==> src/design/caga_pkg.sv <==
package caga_pkg;

    localparam int unsigned DefGridWidth  = 64;
    localparam int unsigned DefGridHeight = 64;

    typedef enum logic [1:0] {
        OP_INCR  = 2'd0,
        OP_TICK  = 2'd1,
        OP_READ  = 2'd2,
        OP_CLEAR = 2'd3
    } opcode_t;

    typedef struct packed {
        logic [1:0] opcode;
        logic [7:0] col;
        logic [7:0] row;
    } in_item_t;

    typedef struct packed {
        logic [1:0] cell_value;
        logic       status;
    } out_item_t;

    // Datapath commands issued by the controller.
    typedef enum logic [2:0] {
        CMD_IDLE,
        CMD_ACCESS,
        CMD_INCR_WRITE,
        CMD_TICK_STEP,
        CMD_CLEAR_STEP,
        CMD_SWAP
    } cmd_t;

    typedef struct packed {
        logic tick_done;
        logic clear_done;
    } dp_status_t;

    // Next cell value from the current value and the neighbor sum.
    function automatic logic [1:0] rule_next(input logic [1:0] v, input logic [4:0] s);
        logic [1:0] r;
        begin
            r = v;
            if (s < 5'd3 || s >= 5'd12)
            begin
                r = (v != 2'd0) ? v - 2'd1 : 2'd0;
            end
            else if (s >= 5'd6 && s < 5'd9)
            begin
                r = (v != 2'd3) ? v + 2'd1 : 2'd3;
            end
            return r;
        end
    endfunction

endpackage

==> src/design/caga_ctrl.sv <==
module caga_ctrl
    import caga_pkg::*;
(
    input  logic       clk,
    input  logic       rst_n,
    input  logic       in_valid,
    input  logic [1:0] in_opcode,
    input  logic [1:0] opcode,
    input  logic       out_stall,
    input  dp_status_t dp_status,
    output logic       in_stall,
    output logic       out_valid,
    output logic       capture,
    output logic       result_load,
    output cmd_t       cmd
);

    typedef enum logic [2:0] {
        ST_INIT,
        ST_IDLE,
        ST_ACCESS,
        ST_RESULT,
        ST_TICK,
        ST_SWAP,
        ST_CLEAR,
        ST_WAIT
    } state_t;

    state_t state_reg, state_next;
    logic   ovalid_reg, ovalid_next;

    assign in_stall    = (state_reg != ST_IDLE) || ovalid_reg;
    assign capture     = in_valid && !in_stall;
    assign out_valid   = ovalid_reg;
    assign result_load = (state_reg == ST_RESULT);

    always_comb
    begin
        state_next  = state_reg;
        ovalid_next = ovalid_reg && out_stall;
        cmd         = CMD_IDLE;
        case (state_reg)
            ST_INIT:
            begin
                // Zero the grid after reset; no result is produced.
                cmd = CMD_CLEAR_STEP;
                if (dp_status.clear_done)
                begin
                    state_next = ST_IDLE;
                end
            end
            ST_IDLE:
            begin
                if (capture)
                begin
                    case (in_opcode)
                        OP_TICK:  state_next = ST_TICK;
                        OP_CLEAR: state_next = ST_CLEAR;
                        default:  state_next = ST_ACCESS;
                    endcase
                end
            end
            ST_ACCESS:
            begin
                cmd        = CMD_ACCESS;
                state_next = ST_RESULT;
            end
            ST_RESULT:
            begin
                cmd         = (opcode == OP_INCR) ? CMD_INCR_WRITE : CMD_IDLE;
                ovalid_next = 1'b1;
                state_next  = ST_IDLE;
            end
            ST_TICK:
            begin
                cmd = CMD_TICK_STEP;
                if (dp_status.tick_done)
                begin
                    state_next = ST_SWAP;
                end
            end
            ST_SWAP:
            begin
                cmd        = CMD_SWAP;
                state_next = ST_RESULT;
            end
            ST_CLEAR:
            begin
                cmd = CMD_CLEAR_STEP;
                if (dp_status.clear_done)
                begin
                    state_next = ST_RESULT;
                end
            end
            default:
            begin
                state_next = ST_IDLE;
            end
        endcase
    end

    always_ff @(posedge clk or negedge rst_n)
    begin
        if (!rst_n)
        begin
            state_reg  <= ST_INIT;
            ovalid_reg <= 1'b0;
        end
        else
        begin
            state_reg  <= state_next;
            ovalid_reg <= ovalid_next;
        end
    end

endmodule

==> config.mk <==
export PLATFORM = sky130hd
export DESIGN_NAME = caga_ctrl
export DESIGN_NICKNAME = d
export VERILOG_FILES = /design/src/design/caga_pkg.sv /design/src/design/caga_ctrl.sv
export SDC_FILE = /design/constraint.sdc
export NUM_CORES = 1
export LEC_CHECK = 0
export ABC_AREA = 1
export BUFFER_PORTS_ARGS = -buffer_cell sky130_fd_sc_hd__buf_4
export CAP_MARGIN = 20
export CORE_AREA = 2 2 39 41
export CTS_CLUSTER_SIZE = 8
export DETAILED_ROUTE_END_ITERATION = 10
export DIE_AREA = 0 0 41 43
export HOLD_SLACK_MARGIN = 0.02
export PLACE_DENSITY_LB_ADDON = 0.25
export SETUP_SLACK_MARGIN = 0.1
export SYNTH_ARGS = -nofsm -noshare
export SYNTH_HDL_FRONTEND = slang
export SYNTH_SLANG_ARGS = --single-unit
==> constraint.sdc <==
create_clock -name clk -period 1 [get_ports clk]
set_input_delay 0.2 -clock clk [delete_from_list [all_inputs] [get_ports clk]]
set_output_delay 0.2 -clock clk [all_outputs]
set_load 0.05 [all_outputs]
* Word-level counts from Yosys, hierarchy flattened *
Index checks and enable logic that the tools add are counted.

cells by class
  equality and inequality tests = 13
  muxes and demuxes = 9
  reduce and logical (&&, ||, !) cells = 9

operators by type and width
  kind                number
  $pmux 3 s5          2
  $mux 3              4
  $eq 3x3->1 const B  3
  $ne 2x2->1 const B  4
  $eq 3x2->1 const B  2
  $pmux 3 s2          1
  $reduce_and 4->1    1
  $reduce_or 2->1     2
  $eq 3x1->1 const B  1
  $logic_not 3->1     1
  $ne 3x1->1 const B  1
  $eq 2x1->1 const B  1
  $eq 2x2->1 const B  1
  $logic_and 1x1->1   2
  $logic_not 2->1     1
  $mux 2              1
  $logic_not 1->1     1
  $logic_or 1x1->1    1
  $mux 1              1

word-level totals
  register bits after elaboration = 4
  logic and storage cells = 33

* Longest topological paths before layout *
Gate-level depths: netlist of run 1.

  depth after elaboration = 6
  mapped depth = 8

* Worst setup path before layout of run 1 *
OpenSTA, ideal clock, no wires.

  path kind = reg2out
  start = register state_reg[2]
  end = output port cmd[1]
  arrival = 1.859 ns
  required time = 0.800 ns
  path slack = -1.059 ns
  stages on the path, launching flop included = 5
  buffers on the path = 1
  cells stage by stage = dfrtp_1 > buf_4 > clkinv_1 > nand3_1 > o31ai_1

between the ends
  cells in the longest elaborated chain, start to end = 3
  elaborated cells between the ends (all ways) = 8
  those cells by class = eq/ne (5); mux (1); reduce/logical (2)

RTL lines
  item                                                  line              text
  start, declared                                       caga_ctrl.sv:29   state_t state_reg, state_next;
  start signal, assigned                                caga_ctrl.sv:111  state_reg <= state_next;
  $eq 3x3->1 / $logic_not 3->1 (equally long branches)  caga_ctrl.sv:42   case (state_reg)
  $reduce_or 2->1 (no source line)                      n/a
  $pmux 3 s5 *                                          caga_ctrl.sv:42
  end, declared                                         caga_ctrl.sv:15   output cmd_t cmd

Mark *: on every way between the ends. The rest lies on a longest branch, timed or not.

* Final worst setup path of run 1 *
  start = register state_reg[1]
  end = output port capture

between the ends
  cells in the longest elaborated chain, start to end = 4

RTL lines
  item               line             text
  $ne 3x1->1         caga_ctrl.sv:32  assign in_stall = (state_reg != ST_IDLE) || ovalid_reg;
  $logic_or 1x1->1   caga_ctrl.sv:32
  $logic_not 1->1    caga_ctrl.sv:33  assign capture = in_valid && !in_stall;
  $logic_and 1x1->1  caga_ctrl.sv:33
  end, declared      caga_ctrl.sv:13  output logic capture,

Every way passes these cells.

==> summary.md, run 1 <==
| Metric | Value |
|---|---|
| CTS tree | `done` |
| Slew @ Worst Pin | `0.194 ns` |
| Row count | `14` |
| Wire length on met2 | `550 µm` |
| HP Class | `primary input to register` |
| Largest net degree at the start of global routing | `8` |
| Clock-pin slew on the worst setup and hold paths | `0.04 ns` |
| Leakage Power | `0.387 nW` |
| Peak per-stage delay on the critical path | `0.39 ns` |
| Worst r2r dst | `state_reg[2]` |
| Failing checks | `negative setup slack` |
| Detailed Route WL | `986 µm` |
| Synth unique cells | `17` |
| Sequential share of power | `11.3%` |
| Final period utilization | `145%` |
| Worst vdd ir | `2.28 mV` |
| Max clock buf depth | `2` |
| Final Wtd Congestion | `0.736` |
| I/O pin cnt | `17` |
| Die area | `1760 µm²` |
| Max-slew headroom | `87.0%` |
| Met3 WL | `65 µm` |
| Grt total ovfl | `0` |
| Routed Antenna Nets | `0` |
| # H-tree levels | `1` |
| Switch share | `50.9%` |
| FF-to-FF setup slack | `-0.25 ns` |
| WL per Instance | `9.76 µm` |
| Area Growth Syn to Fin | `103%` |
| Area of the multi-input gates | `260 µm²` |
| Pint | `1.36 mW` |
| Cell count after synthesis | `50` |
| Mapped cell area | `357 µm²` |
| Ys Warns | `0` |
| Via count | `446` |
| Mean post-synth cell area | `7.13 µm²` |
| Critical path class | `register to output port` |
| Max_cap viols | `0` |
| Layout cell share with drive strength beyond 1 | `61.2%` |
| Startpoint types | `register` |
| Die width | `41 µm` |
| Max frequency | `689 MHz` |
| Slowest cell on the critical path | `dfrtp_1` |
| Post-DP HPWL | `793 µm` |
| Sequential area share after synthesis | `28.1%` |
| RSZ-0062 raised after global routing | `yes` |
| Clock Power Share | `8.0%` |
| Worst skew pair latency | `0.23 ns` |
| Crit path time final | `1.45 ns` |
| DR vias/cell | `4.42` |
| Max-slew violations | `0` |
| Post-Syn Nets | `60` |
| Util after Layout | `52.3%` |
| #FFs+latches synth | `4` |
| Switch Pwr | `1.41 mW` |
| Clock root cell | `clkbuf_4` |
| Filler cells | `142` |
| Final Hold Fails | `0` |
| Arrival @ worst endpoint | `1.25 ns` |
| Final Net Count | `96` |
| Start point of the worst hold path | `out_stall` |
| CP Capture Type | `output port` |
| DRC | `0` |
| WP data required | `0.80 ns` |
| Die Span Y | `43 µm` |
| I/O Buffers | `16` |
| Register area | `101 µm²` |
| Final worst slack | `-0.452 ns` |
| Clock skew | `0.00402 ns` |
| Max FFs per register | `3` |
| Status | `complete, but fails checks` |
| Tot GR Track Use | `14.0%` |
| Vias in the first global route | `438` |
| Overall power | `2.77 mW` |
| Initial antenna violation count | `0` |
| Hold EP | `out_valid` |
| Met1 Routed Length | `370 µm` |
| First-pass GRT wire length | `1700 µm` |
| Gate power share | `80.7%` |
| Initial core utilization | `25.8%` |
| Core box area | `1380 µm²` |
| CP Max Fanout | `4` |
| Cells on worst reg2reg path | `8` |
| 1st-pass router iterations | `4` |
| Clock sinks | `4` |
| Finish-stage setup viols | `11` |
| Power per Cell Area | `3830 nW/µm²` |
| Worst-path cell chain | `inv_2 > nand2_4 > nor2_4 > nand2_4 > nor2_4 > buf_8` |
| Critical R2R Launch | `state_reg[1]` |
| Drt initial violations | `12` |
| Max layer used | `met3` |
| Num CTS Buffers | `3` |
| Hold Crit Depth | `3` |
| Antenna cells | `0` |
==> layout make-up <==
| cell class | instances | area share (%) |
|---|---|---|
| multi-input combinational | 36 | 36.0 |
| tap | 16 | 2.77 |
| inverter | 9 | 4.84 |
| timing repair buffer | 32 | 38.8 |
| sequential | 4 | 14.0 |
| clock buffer | 4 | 3.63 |
==> through the flow <==
| step | hold slack [ns] | instances | area [µm²] | worst slack, ns | TNS (ns) |
|---|---|---|---|---|---|
| after global routing | 0.177 | 101 | 723 | -0.522 | -3.93 |
| final | 0.168 | 101 | 723 | -0.452 | -3.28 |
| after CTS | 0.166 | 99 | 701 | -0.465 | -3.30 |
| after detailed placement | -0.000335 | 92 | 617 | -0.254 | -1.78 |
| after global placement | -0.00265 | 92 | 617 | -0.234 | -1.66 |
| after floorplan | -0.0956 | 50 | 402 | -0.443 | -1.88 |
==> synthesized netlist by cell type <==
cell	n	share of area, %
nand2_1	15	16
inv_1	6	6.3
dfrtp_1	4	28
nand3_1	4	5.6
nand4_1	4	7.0
nor2_1	4	4.2
inv_2	2	2.1
nand2_4	2	6.3
a21oi_1	1	1.4
buf_4	1	2.1
clkinv_1	1	1.1
nand3_2	1	2.8
nand3_4	1	4.9
nor2_4	1	3.2
o21ai_2	1	2.5
o21ai_4	1	4.6
o31ai_1	1	2.1
==> critical path, delay by kind of cell (launching register included) <==
kind                   cells  cell delay, ns
and+or+nand+nor            4            0.37
DFF                        1            0.39
buffers and inverters      2            0.26
==> routing by layer <==
layer | vias up | GRT usage (%)
li1 | 228 | -
met1 | 199 | 16.0
met2 | 19 | 24.4
met3 | 0 | 1.57
met4 | 0 | 6.00
met5 | - | 0
==> cell usage in the layout (no fill, tap or decap), drive strengths merged <==
cell / n
buf: 31
nand2: 17
inv: 8
nand3: 6
nor2: 5
nand4: 4
clkbuf: 4
dfrtp: 4
o21ai: 2
clkinv: 1
o31ai: 1
a21oi: 1
dlygate4sd3: 1
==> power by group through the flow <==
stage	clock network [mW]	logic, mW	registers [mW]
global placement	0	1.94	0.310
floorplan	0	1.21	0.397
detailed placement	0	1.95	0.312
CTS	0.222	2.14	0.313
global route	0.237	2.40	0.322
finish	0.222	2.24	0.313
==> cell families (layout without fill, tap and decap cells) <==
group                  count (synthesis)  count (layout)  share of synthesized area, %
flip-flops                             4               4                          28.1
AND/OR/NAND/NOR                       32              32                          49.8
buffers and inverters                 10              45                          11.6
AO/OA/AOI/OAI                          4               4                          10.5
==> repair_timing <==
action | 4_1_cts | 5_1_grt
endpoints found under the hold margin | 4 | 0
pin swaps | 6 | 5
buffers inserted | 2 | 2
gates resized for setup | 9 | 2
endpoints found under the setup margin | 11 | 11
gates cloned | 0 | 0
hold buffers | 1 | 0
==> how the worst max path moves through the flow <==
stage / from / to
after detailed placement: state_reg[1] / capture
after global placement: state_reg[1] / capture
final: state_reg[1] / capture
after floorplan: state_reg[1] / capture
after global routing: state_reg[1] / capture
after CTS: state_reg[1] / capture
Power figures use the tool's default switching activity.
==> run 2: changes to the inputs <==
RECOVER_POWER = 50   (was not set)
==> run 2 against run 1 <==
  * Combinational power about the same
  * Die area unchanged
  * The run still ends with negative setup slack left
  * Largest power group unchanged
  * Maximum frequency hardly changed
  * Sequential power about the same
  * First-iteration DRC count is the same
  * Clock power is essentially flat
==> summary.md, run 2 (synthesized netlist as in run 1, its figures left out) <==
| Metric | Value |
|---|---|
| Row count | `14 (unchanged)` |
| Layout cell share with drive strength beyond 1 | `60.0% (-1.2 points)` |
| Final worst slack | `-0.452 ns (unchanged)` |
| Slew @ Worst Pin | `0.223 ns (+0.0288 ns)` |
| Largest net degree at the start of global routing | `8 (unchanged)` |
| Status | `complete, but fails checks` |
| Sequential share of power | `11.3% (about the same)` |
| Max-slew headroom | `85.1% (-1.9 points)` |
| CP startpoint | `state_reg[1]` |
| Max_cap viols | `0 (unchanged)` |
| Worst skew pair latency | `0.23 ns (about the same)` |
| Core box area | `1380 µm² (unchanged)` |
| CP Capture Type | `output port` |
| Crit path time final | `1.45 ns (unchanged)` |
| Initial core utilization | `25.8% (unchanged)` |
| Final Net Count | `96 (unchanged)` |
| 1st-pass router iterations | `4 (unchanged)` |
| Util after Layout | `52.0% (-0.27 points)` |
| Grt total ovfl | `0 (unchanged)` |
| Routed Antenna Nets | `0 (unchanged)` |
| Max-slew violations | `0 (unchanged)` |
| Drt initial violations | `12 (unchanged)` |
| Num CTS Buffers | `3 (unchanged)` |
| Post-DP HPWL | `793 µm (unchanged)` |
| Final Hold Fails | `0 (unchanged)` |
| Max clock buf depth | `2 (unchanged)` |
| WP data required | `0.80 ns (about the same)` |
| Clock root cell | `clkbuf_4` |
| Max frequency | `689 MHz (about the same)` |
| Gate power share | `80.8% (about the same)` |
| # H-tree levels | `1 (unchanged)` |
| Failing checks | `negative setup slack` |
| Clock sinks | `4 (unchanged)` |
| Area Growth Syn to Fin | `102%` |
| Commonest non-fill, non-tap cell in the layout | `buf_4` |
| Clock-pin slew on the worst setup and hold paths | `0.04 ns (about the same)` |
| RSZ-0062 raised after global routing | `yes` |
| Leakage Power | `0.383 nW (-0.94%)` |
| CTS tree | `done` |
| First-pass GRT wire length | `1700 µm (unchanged)` |
| Clock skew | `0.00288 ns (-0.00114 ns)` |
| Antenna cells | `0 (unchanged)` |
| Vias in the first global route | `438 (unchanged)` |
| Most frequent cells in the layout | `22 x buf_4, 11 x nand2_1, 6 x inv_1, 6 x buf_6` |
| Arrival @ worst endpoint | `1.25 ns (about the same)` |
| Max FFs per register | `3 (unchanged)` |
| Initial antenna violation count | `0 (unchanged)` |
| I/O Buffers | `16 (unchanged)` |
| Post-route cell area | `719 µm² (-0.52%)` |
| DR vias/cell | `4.43 (+0.22%)` |
| Die Span Y | `43 µm (unchanged)` |
| Worst vdd ir | `2.28 mV (about the same)` |
| Filler cells | `144 (+1.4%)` |
| Tot GR Track Use | `14.0% (unchanged)` |
| Startpoint types | `register` |
| CP Max Fanout | `4 (unchanged)` |
| HP Class | `primary input to register` |
| Switch share | `50.9% (about the same)` |
| Via count | `447 (+0.22%)` |
| Pint | `1.36 mW (-0.13%)` |
| I/O pin cnt | `17 (unchanged)` |
| DRC | `0 (unchanged)` |
| Power per Cell Area | `3850 nW/µm² (+0.40%)` |
| Fin Hold WS | `0.169 ns (+0.00130 ns)` |
| Detailed Route WL | `981 µm (-0.51%)` |
| Clock Power Share | `7.9% (about the same)` |
| Start point of the worst hold path | `out_stall` |
| Final period utilization | `145% (unchanged)` |
| Die width | `41 µm (unchanged)` |
| DP Area | `617 µm² (unchanged)` |
| Final Wtd Congestion | `0.736 (unchanged)` |
| Critical path class | `register to output port` |
| WL per Instance | `9.71 µm (-0.51%)` |
| Critical R2R Launch | `state_reg[1]` |
| Die area | `1760 µm² (unchanged)` |
| Switch Pwr | `1.41 mW (-0.11%)` |
| Finish-stage setup viols | `11 (unchanged)` |
run 2: cell count changes in the layout (fill, tap and decap cells not counted):
cell / previous run / this run
buf_4: 23 / 22
clkbuf_1: 1 / 2
run 2: power groups by stage:
stage / Combinational (mW) / Clock, mW / Sequential [mW]
final: 2.24 / 0.220 / 0.313
after global routing: 2.40 / 0.237 / 0.322
after CTS: 2.14 / 0.222 / 0.313
after detailed placement: 1.95 / 0 / 0.312
after global placement: 1.94 / 0 / 0.310
after floorplan: 1.21 / 0 / 0.397
run 2: critical path, cell delays in order, from the launching register on:
cell and delay, ns:
dfrtp_1 0.39, inv_2 0.11, nand2_4 0.08, nor2_4 0.13
nand2_4 0.07, nor2_4 0.09, buf_8 0.15
run 2: final cells by class:
| cell class | count | area (µm²) | area share [%] |
|---|---|---|---|
| timing repair buffer | 32 | 277 | 38.4 |
| multi-input combinational | 36 | 260 | 36.2 |
| sequential | 4 | 101 | 14.1 |
| inverter | 9 | 35.0 | 4.87 |
| clock buffer | 4 | 26.3 | 3.65 |
| tap | 16 | 20.0 | 2.78 |
run 2: worst paths after layout:
| kind | slack (ns) | cells past startpoint | to |
|---|---|---|---|
| max | -0.45 | 6 | capture |
| min | 0.17 | 3 | out_valid |
| max reg2reg | -0.25 | 8 | state_reg[2] |
| min reg2reg | 0.58 | 2 | state_reg[0] |
| max in group asynchronous | 0.47 | 2 | out_valid |
| min in group asynchronous | 0.33 | 2 | state_reg[2] |
run 2: per-stage QoR:
step	setup TNS, ns	setup WS [ns]	total power [mW]	instances
after global placement	-1.66	-0.234	2.25	92
after detailed placement	-1.78	-0.254	2.27	92
after floorplan	-1.88	-0.443	1.61	50
final	-3.27	-0.452	2.77	101
after CTS	-3.30	-0.465	2.67	99
after global routing	-3.93	-0.522	2.96	101
run 2: repair_timing:
action | in CTS | in global routing
endpoints found under the hold margin | 4 | 0
hold buffers | 1 | 0
buffers inserted | 2 | 2
pin swaps | 6 | 5
setup endpoints to repair | 11 | 11
resized for setup | 9 | 2
run 2: layer usage:
metal,track usage [%],wire [µm],vias up
met2,24.4,548,19
met5,0,0,-
li1,-,-,229
met3,1.57,65,0
met1,16.0,366,199
met4,6.00,0,0
==> run 3: changes to the inputs <==
CELL_PAD_IN_SITES_DETAIL_PLACEMENT = 1   (was not set)
CELL_PAD_IN_SITES_GLOBAL_PLACEMENT = 2   (was not set)
CORE_AREA = not set   (was 2 2 39 41)
CORE_ASPECT_RATIO = 1.2   (was not set)
CORE_UTILIZATION = 19   (was not set)
DIE_AREA = not set   (was 0 0 41 43)
RECOVER_POWER = not set   (was 50)
==> run 3 against run 2 <==
  * Wire length is 25% higher
  * Critical path depth stayed put
  * Worst setup slack better by 0.011 ns
  * Critical path type unchanged
  * Sequential cell count stayed put
  * The flow still finishes with violations (negative setup slack)
  * Highest routed layer unchanged
==> summary.md, run 3 (synthesized netlist as in run 1, its figures left out) <==
| Metric | Value |
|---|---|
| Status | `complete, but fails checks` |
| Failing checks | `negative setup slack` |
| Max-slew violations | `0 (unchanged)` |
| CTS tree | `done` |
| Die area | `2050 µm² (+17%)` |
| 1st-pass router iterations | `2 (-2)` |
| Hold Crit Depth | `3 (unchanged)` |
| I/O pin cnt | `17 (unchanged)` |
| Commonest non-fill, non-tap cell in the layout | `buf_4` |
| WL per Instance | `11.6 µm (+19%)` |
| Final std cells w/o fill | `106 (+5.0%)` |
| # H-tree levels | `1 (unchanged)` |
| Worst r2r dst | `state_reg[2]` |
| RSZ-0062 raised after global routing | `yes` |
| Overall power | `3.04 mW (+9.9%)` |
| Most frequent cells in the layout | `23 x buf_4, 11 x nand2_1, 8 x buf_6` |
| Cells on worst reg2reg path | `8 (unchanged)` |
| Row count | `16 (+2)` |
| Clock sinks | `4 (unchanged)` |
| Die Span Y | `49.5 µm (+15%)` |
| I/O Buffers | `16 (unchanged)` |
| Final Net Count | `99 (+3.1%)` |
| Largest net degree at the start of global routing | `6 (-2)` |
| Slew @ Worst Pin | `0.202 ns (-0.0213 ns)` |
| Clock-pin slew on the worst setup and hold paths | `0.05 ns (about the same)` |
| Num CTS Buffers | `3 (unchanged)` |
| Max frequency | `694 MHz (+0.76%)` |
| FF-to-FF setup slack | `-0.26 ns (about the same)` |
| Layout cell share with drive strength beyond 1 | `64.8% (+4.8 points)` |
| WP data required | `0.80 ns (about the same)` |
| Drt initial violations | `1 (-11)` |
| Start point of the worst hold path | `out_stall` |
| Critical R2R Launch | `state_reg[1]` |
| Finish-stage setup viols | `10 (-1)` |
| Hold EP | `out_valid` |
| Max FFs per register | `3 (unchanged)` |
| Util after Layout | `46.3% (-5.7 points)` |
| Die width | `41.5 µm (+1.3%)` |
| Max-slew headroom | `86.5% (+1.4 points)` |
| Arrival @ worst endpoint | `1.24 ns (about the same)` |
| Final period utilization | `144% (-1.1 points)` |
| Post-DP HPWL | `918 µm (+16%)` |
| First-pass GRT wire length | `2110 µm (+24%)` |
| Fin Hold WS | `0.166 ns (-0.00289 ns)` |
| Grt total ovfl | `0 (unchanged)` |
| HP Class | `primary input to register` |
| Max clock buf depth | `2 (unchanged)` |
| Final Hold Fails | `0 (unchanged)` |
| Setup TNS | `-3.37 ns (-0.103 ns)` |
| Via count | `475 (+6.3%)` |
| CP Max Fanout | `3 (-1)` |
| DRC | `0 (unchanged)` |
| Leakage Power | `0.422 nW (+10%)` |
| Worst skew pair latency | `0.24 ns (about the same)` |
| Initial antenna violation count | `0 (unchanged)` |
| Clock root cell | `clkbuf_4` |
| Detailed Route WL | `1230 µm (+25%)` |
| Antenna cells | `0 (unchanged)` |
| Tot GR Track Use | `13.2% (-0.85 points)` |
| Area Growth Syn to Fin | `121%` |
| CP Capture Type | `output port` |
| Startpoint types | `register` |
| Final Wtd Congestion | `0.682 (-7.3%)` |
| Routed Antenna Nets | `0 (unchanged)` |
| Power per Cell Area | `3860 nW/µm² (+0.28%)` |
| Worst vdd ir | `1.85 mV (-19%)` |
| Initial core utilization | `21.0% (-4.8 points)` |
| Clock skew | `0.0178 ns (+0.0149 ns)` |
| Crit path time final | `1.44 ns (-0.0109 ns)` |
| DR vias/cell | `4.48 (+1.3%)` |
| Vias in the first global route | `498 (+14%)` |
| Final worst slack | `-0.441 ns (+0.0109 ns)` |
| Max_cap viols | `0 (unchanged)` |
| Dpl cells | `93 (+1.1%)` |
| Core box area | `1700 µm² (+23%)` |
| Critical path class | `register to output port` |
run 3: cell types whose count changed in the layout (fill, tap and decap cells not counted), sizes merged:
cell and delta:
buf +4, clkbuf -1
run 3: through the flow:
step | area (µm²) | setup slack [ns]
after floorplan | 402 | -0.443
after global placement | 612 | -0.229
after detailed placement | 612 | -0.268
after CTS | 777 | -0.461
after global routing | 788 | -0.501
final | 788 | -0.441
run 3: routing by layer:
| metal | global-route usage (%) | part of all wire, % |
|---|---|---|
| met5 | 0 | 0 |
| met4 | 3.23 | 0 |
| met3 | 1.10 | 2.9 |
| met2 | 24.2 | 56 |
| met1 | 16.3 | 41 |
run 3: worst max path at each step:
stage / depth (start not counted) / from / endpoint
floorplan: 5 / state_reg[1] / capture
global placement: 4 / state_reg[2] / cmd[1]
detailed placement: 6 / state_reg[1] / capture
CTS: 6 / state_reg[1] / capture
global route: 6 / state_reg[1] / capture
finish: 6 / state_reg[1] / capture
run 3: layout make-up:
type,instances,area [µm²]
Clock buffer,4,26.3
Multi-Input combinational cell,36,285
Timing Repair Buffer,35,318
Sequential cell,4,101
Fill cell,214,913
Tap cell,18,22.5
Inverter,9,35.0
run 3: where the power goes:
group	internal (mW)	total, mW	switching, mW	leakage [nW]
Combinational	1.11	2.50	1.39	0.360
Sequential	0.241	0.318	0.0768	0.0474
Clock	0.150	0.227	0.0762	0.0150
run 3: worst max-delay path, stage by stage, from the launching register on:
cell	delay, ns
dfrtp_1	0.41
inv_2	0.12
nand2_4	0.08
nor2_4	0.11
nand2_4	0.06
nor2_4	0.09
buf_8	0.15
run 3: repair_timing:
action                     CTS  global route
setup buffers                8             2
hold buffers                 1             0
resized for setup           19             2
hold endpoints to repair     4             0
setup endpoints to repair   11            11
pin swaps                   14             4
